<file path="src/hw/rtl/brs_pkg.sv">
`timescale 1ns / 1ps
// ----------------------------------------------------------------------------
// Bilinear relief sampler package
// Shared codes, register indexes, fixed-point constants and the item type.
// ----------------------------------------------------------------------------
package brs_pkg;

   // Operation codes of an input word
   localparam logic OP_LOAD   = 1'b0;
   localparam logic OP_SAMPLE = 1'b1;

   // Relief modes; the spare code acts as zero relief
   localparam logic [1:0] MODE_ZERO  = 2'd0;
   localparam logic [1:0] MODE_IMAGE = 2'd1;
   localparam logic [1:0] MODE_NOISE = 2'd2;

   // Register indexes (byte address / 4)
   localparam logic [2:0] REG_RELIEF_MODE  = 3'd0;
   localparam logic [2:0] REG_COORD_SCALE  = 3'd1;
   localparam logic [2:0] REG_DEPTH_STEP   = 3'd2;
   localparam logic [2:0] REG_TEX_WIDTH    = 3'd3;
   localparam logic [2:0] REG_TEX_HEIGHT   = 3'd4;
   localparam logic [2:0] REG_INVERT_DEPTH = 3'd5;
   localparam logic [2:0] REG_KEEP_VERT    = 3'd6;
   localparam logic [2:0] REG_MIRROR_HORZ  = 3'd7;

   // Fraction bits of a texel (Q1.14) and the relief saturation bound
   localparam int TEXEL_FRAC = 14;
   localparam int RELIEF_MAX = 196608;

   // Remainder bits resolved per stage of the wrap unit
   localparam int MOD_STEPS = 4;

   localparam logic [8:0] SIZE_MAX = 9'd256;

   typedef struct packed {
      logic               opcode;
      logic [15:0]        texel_addr;
      logic signed [15:0] texel_value;
      logic [21:0]        pixel_index;
      logic               last_in_batch;
   } item_type;

   // Bring a texture dimension into 1..256
   function automatic logic [8:0] clamp_size(input logic [8:0] s);
      logic [8:0] r;
      r = s;
      if (s == 9'd0) begin
         r = 9'd1;
      end else if (s > SIZE_MAX) begin
         r = SIZE_MAX;
      end
      return r;
   endfunction

endpackage

</file>
<file path="src/hw/rtl/brs_mod.sv">
`timescale 1ns / 1ps
// ----------------------------------------------------------------------------
// Bilinear relief sampler wrap unit
// Pipelined restoring remainder of a coordinate by the texture size.
// ----------------------------------------------------------------------------
module brs_mod #(
   parameter int NW = 20
) (
   input  logic          clock,
   input  logic [NW-1:0] num,
   input  logic [8:0]    size,
   output logic [7:0]    rem
);

   localparam int MS = (NW + brs_pkg::MOD_STEPS - 1) / brs_pkg::MOD_STEPS;
   localparam int DW = MS * brs_pkg::MOD_STEPS;

   logic [8:0]    rem_ff [MS];
   logic [DW-1:0] dvd_ff [MS];
   logic [8:0]    rem_in [MS];
   logic [DW-1:0] dvd_in [MS];
   logic [8:0]    src_rem [MS];
   logic [DW-1:0] src_dvd [MS];

   for (genvar s = 0; s < MS; s++) begin : g_stage
      if (s == 0) begin : g_first
         assign src_rem[s] = '0;
         assign src_dvd[s] = DW'(num);
      end else begin : g_next
         assign src_rem[s] = rem_ff[s-1];
         assign src_dvd[s] = dvd_ff[s-1];
      end

      // shift in one dividend bit per step, subtract the size when it fits
      always_comb begin
         logic [8:0]    r;
         logic [DW-1:0] d;
         r = src_rem[s];
         d = src_dvd[s];
         for (int k = 0; k < brs_pkg::MOD_STEPS; k++) begin
            r = {r[7:0], d[DW-1]};
            d = {d[DW-2:0], 1'b0};
            if (r >= size) begin
               r = r - size;
            end
         end
         rem_in[s] = r;
         dvd_in[s] = d;
      end

      always_ff @(posedge clock) begin
         rem_ff[s] <= rem_in[s];
         dvd_ff[s] <= dvd_in[s];
      end
   end

   assign rem = rem_ff[MS-1][7:0];

endmodule
</file>
<file path="config.mk">
export PLATFORM = sky130hd
export DESIGN_NAME = brs_mod
export DESIGN_NICKNAME = d
export VERILOG_FILES = /design/src/hw/rtl/brs_pkg.sv /design/src/hw/rtl/brs_mod.sv
export SDC_FILE = /design/constraint.sdc
export NUM_CORES = 1
export LEC_CHECK = 0
export BUFFER_PORTS_ARGS = -buffer_cell sky130_fd_sc_hd__buf_2
export CORE_ASPECT_RATIO = 0.7
export CORE_MARGIN = 2
export CORE_UTILIZATION = 55
export DETAILED_ROUTE_END_ITERATION = 6
export PLACE_DENSITY = 0.79
export SETUP_SLACK_MARGIN = 0.05
export SYNTH_ARGS = -nofsm -noshare
export SYNTH_HDL_FRONTEND = slang
export SYNTH_SLANG_ARGS = --single-unit
</file>
<file path="constraint.sdc">
create_clock -name clock -period 10.7 [get_ports clock]
set_clock_uncertainty 0.1 [all_clocks]
set_input_delay 2.14 -clock clock [delete_from_list [all_inputs] [get_ports clock]]
set_output_delay 2.14 -clock clock [all_outputs]
set_load 0.05 [all_outputs]
</file>
==> results.sh <==
export IMPL_cts_tree="built"
export IMPL_core_sq_um=18160
export IMPL_root_buffer="clkbuf_16"
export IMPL_arrival_ps=10220
export IMPL_synthCells=1242
export IMPL_drt_total_wl_mm=27.47
export IMPL_grt_max_degree=17
export IMPL_crit_slowest_cell="o31ai_1"
export IMPL_start_util_pct=56.68
export IMPL_overflow=0
export IMPL_wire_per_inst_um=17.80
export IMPL_synth_edff_count=0
export IMPL_hp_class="register to register"
export IMPL_synth_area_sq_um=10290
export IMPL_dp_hpwl_mm=21.68
export IMPL_status="finished, violations left"
export IMPL_vias=9472
export IMPL_yosysMostFrequentCell="ha_1"
export IMPL_setup_viol=0
export IMPL_synth_flop_cell="dfxtp_1"
export IMPL_ys_seq_area_share_pct=15.56
export IMPL_io_buffers=37
export IMPL_avgViaCountPerCell=6.139
export IMPL_nets=1524
export IMPL_drtIter0Drc=773
export IMPL_path_clk_slew_ps=70
export IMPL_violations="design-rule violations"
export IMPL_nFillCells=1588
export IMPL_worstPathRequired_ps=10810
export IMPL_placedInstanceArea_sq_um=10900
export IMPL_crit_fanout=8
export IMPL_crit_path_end_kind="register"
export IMPL_rows=41
export IMPL_drt_pass1_iter_count=7
export IMPL_worstSetupStartpointType="input port"
export IMPL_netlist_area_leader_share_pct=21.03
export IMPL_io_pins=38
export IMPL_antenna_found_initial=0
export IMPL_hold_viol_final=0
export IMPL_drc=2
export IMPL_grt_util_all_layers_pct=27.64
export IMPL_cts_max_level=3
export IMPL_slew_headroom_pct=35.00
export IMPL_dieHeight_um=118.5
export IMPL_antenna_cells=0
export IMPL_post_cts_setup_buffer_count=0
export IMPL_syn2layout_area_growth_pct=8.984
export IMPL_cpPeakStageDelay_ps=480
export IMPL_grt_pass1_vias=8770
export IMPL_worst_pin_slew_ps=975.0
export IMPL_synthArstFlopShare_pct=0
export IMPL_syn_nets=1464
export IMPL_die_w_um=167.5
export IMPL_synth_area_leaders="ha_1 (21%), dfxtp_1 (16%), mux2_2 (5.8%), xnor2_1 (4.3%), nor2_1 (4.2%)"
export IMPL_final_period_utilization_pct=94.50
export IMPL_final_setup_tns_ps=0
export IMPL_synth_seq_cells=80
export IMPL_place_congestion=0.9360
export IMPL_final_max_slew_viol_count=0
export IMPL_insertion_delay_ps=360
export IMPL_rsz0062_at_grt="no"
export IMPL_max_freq_mhz=98.90
export IMPL_max_cap_violations=0
export IMPL_dieArea_sq_um=19840
export IMPL_grt_pass1_wl_mm=44.39
export IMPL_synth_area_per_cell_sq_um=8.287
export IMPL_crit_type="input port to register"
export IMPL_yosysTopAreaCell="ha_1"
export IMPL_period_needed_ps=10110
export IMPL_netlist_top_cells_count="ha_1 (173), nor2_1 (114), inv_1 (93), o21ai_0 (81), dfxtp_1 (80)"
export IMPL_yosysWarnings=0
export IMPL_final_cell_area_sq_um=11220
export IMPL_clock_sink_count=80
export IMPL_drtAntennaViolNets=0
export IMPL_cts_buffers_inserted=9
export IMPL_final_layout_size_suffix_gt1_share_pct=12.55
export IMPL_cts_buffer_depth=2
export IMPL_ys_types=69
==> per-stage QoR <==
step	hold WS (ps)	instances	util, %	worst slack [ps]
floorplan	209.6	1242	-	709.4
global placement	210.3	1527	60.04	475.4
detailed placement	212.1	1527	60.04	317.2
CTS	222.7	1543	61.74	613.7
global route	229.1	1543	61.77	51.95
finish	219.9	1543	61.77	588.4
==> final cells by class <==
| cell class | count | area, sq um | share of cell area, % |
|---|---|---|---|
| repair buffers | 70 | 432.9 | 3.859 |
| clock inverters | 7 | 83.83 | 0.7474 |
| inverters | 93 | 349.1 | 3.112 |
| well taps | 236 | 295.3 | 2.632 |
| multi-input cells | 1048 | 8229 | 73.36 |
| clock buffers | 9 | 225.2 | 2.008 |
| flip-flops and latches | 80 | 1602 | 14.28 |
==> kinds of logic after synthesis <==
group           count (synthesis)  synth area share [%]
simple gates                  342                 16.35
fa+ha+maj                     192                 24.73
xor+xnor                       81                 6.893
compound gates                350                 23.22
flops                          80                 15.56
mux                            83                 8.716
buf+inv                       114                 4.534
==> metal layers <==
| metal | vias up | track usage [%] | wire length, um |
|---|---|---|---|
| met5 | - | 0 | 0 |
| met4 | 0 | 6.413 | 426 |
| met3 | 40 | 4.253 | 2035 |
| met2 | 313 | 41.49 | 11300 |
| met1 | 4440 | 41.29 | 13710 |
| li1 | 4679 | - | - |
==> registers in the layout, summed over array words and instances (netlist names) <==
| signal | flops |
|---|---|
| dvd_ff | 40 |
| rem_ff | 40 |
==> what timing repair did <==
item	4_1_cts	5_1_grt
setup endpoints to repair	0	8
hold buffers	0	0
resized for setup	0	2
==> worst paths after layout <==
check	startpoint	to	slack, ps	cells past startpoint
max reg2reg	rem_ff[0][18]	rem_ff[0][31]	2480	32
min reg2reg	dvd_ff[0][21]	dvd_ff[0][41]	220	0
min	dvd_ff[0][21]	dvd_ff[0][41]	220	0
max	size[1]	rem_ff[0][31]	590	34
==> layout by cell type (no fill, tap or decap), types with 6 or more instances in the layout <==
| cell | instances |
|---|---|
| a211oi_1 | 11 |
| a21boi_0 | 9 |
| a21o_1 | 30 |
| a21oi_1 | 71 |
| a31oi_1 | 12 |
| and2_1 | 7 |
| and3_1 | 6 |
| buf_2 | 37 |
| buf_4 | 33 |
| clkbuf_16 | 9 |
| dfxtp_1 | 80 |
| fa_1 | 19 |
| ha_1 | 173 |
| inv_1 | 92 |
| mux2_2 | 53 |
| mux2i_1 | 29 |
| nand2_1 | 64 |
| nand2b_1 | 14 |
| nand3_1 | 25 |
| nand4_1 | 20 |
| nor2_1 | 114 |
| nor2b_1 | 29 |
| nor3_1 | 27 |
| o211ai_1 | 11 |
| o21a_1 | 37 |
| o21ai_0 | 81 |
| o21bai_1 | 15 |
| o221ai_1 | 13 |
| o31a_1 | 12 |
| or2_2 | 7 |
| or3_1 | 9 |
| xnor2_1 | 50 |
| xor2_1 | 31 |
==> critical path, delay by kind of cell <==
kind	cells	cell delay, ps
fa+ha+maj	4	1350
simple gates	5	920
compound gates	18	4300
mux	2	810
buf+inv	5	690
Power is not shown: default switching activity piles up to over one toggle a cycle in this logic, so the estimate is an artifact.
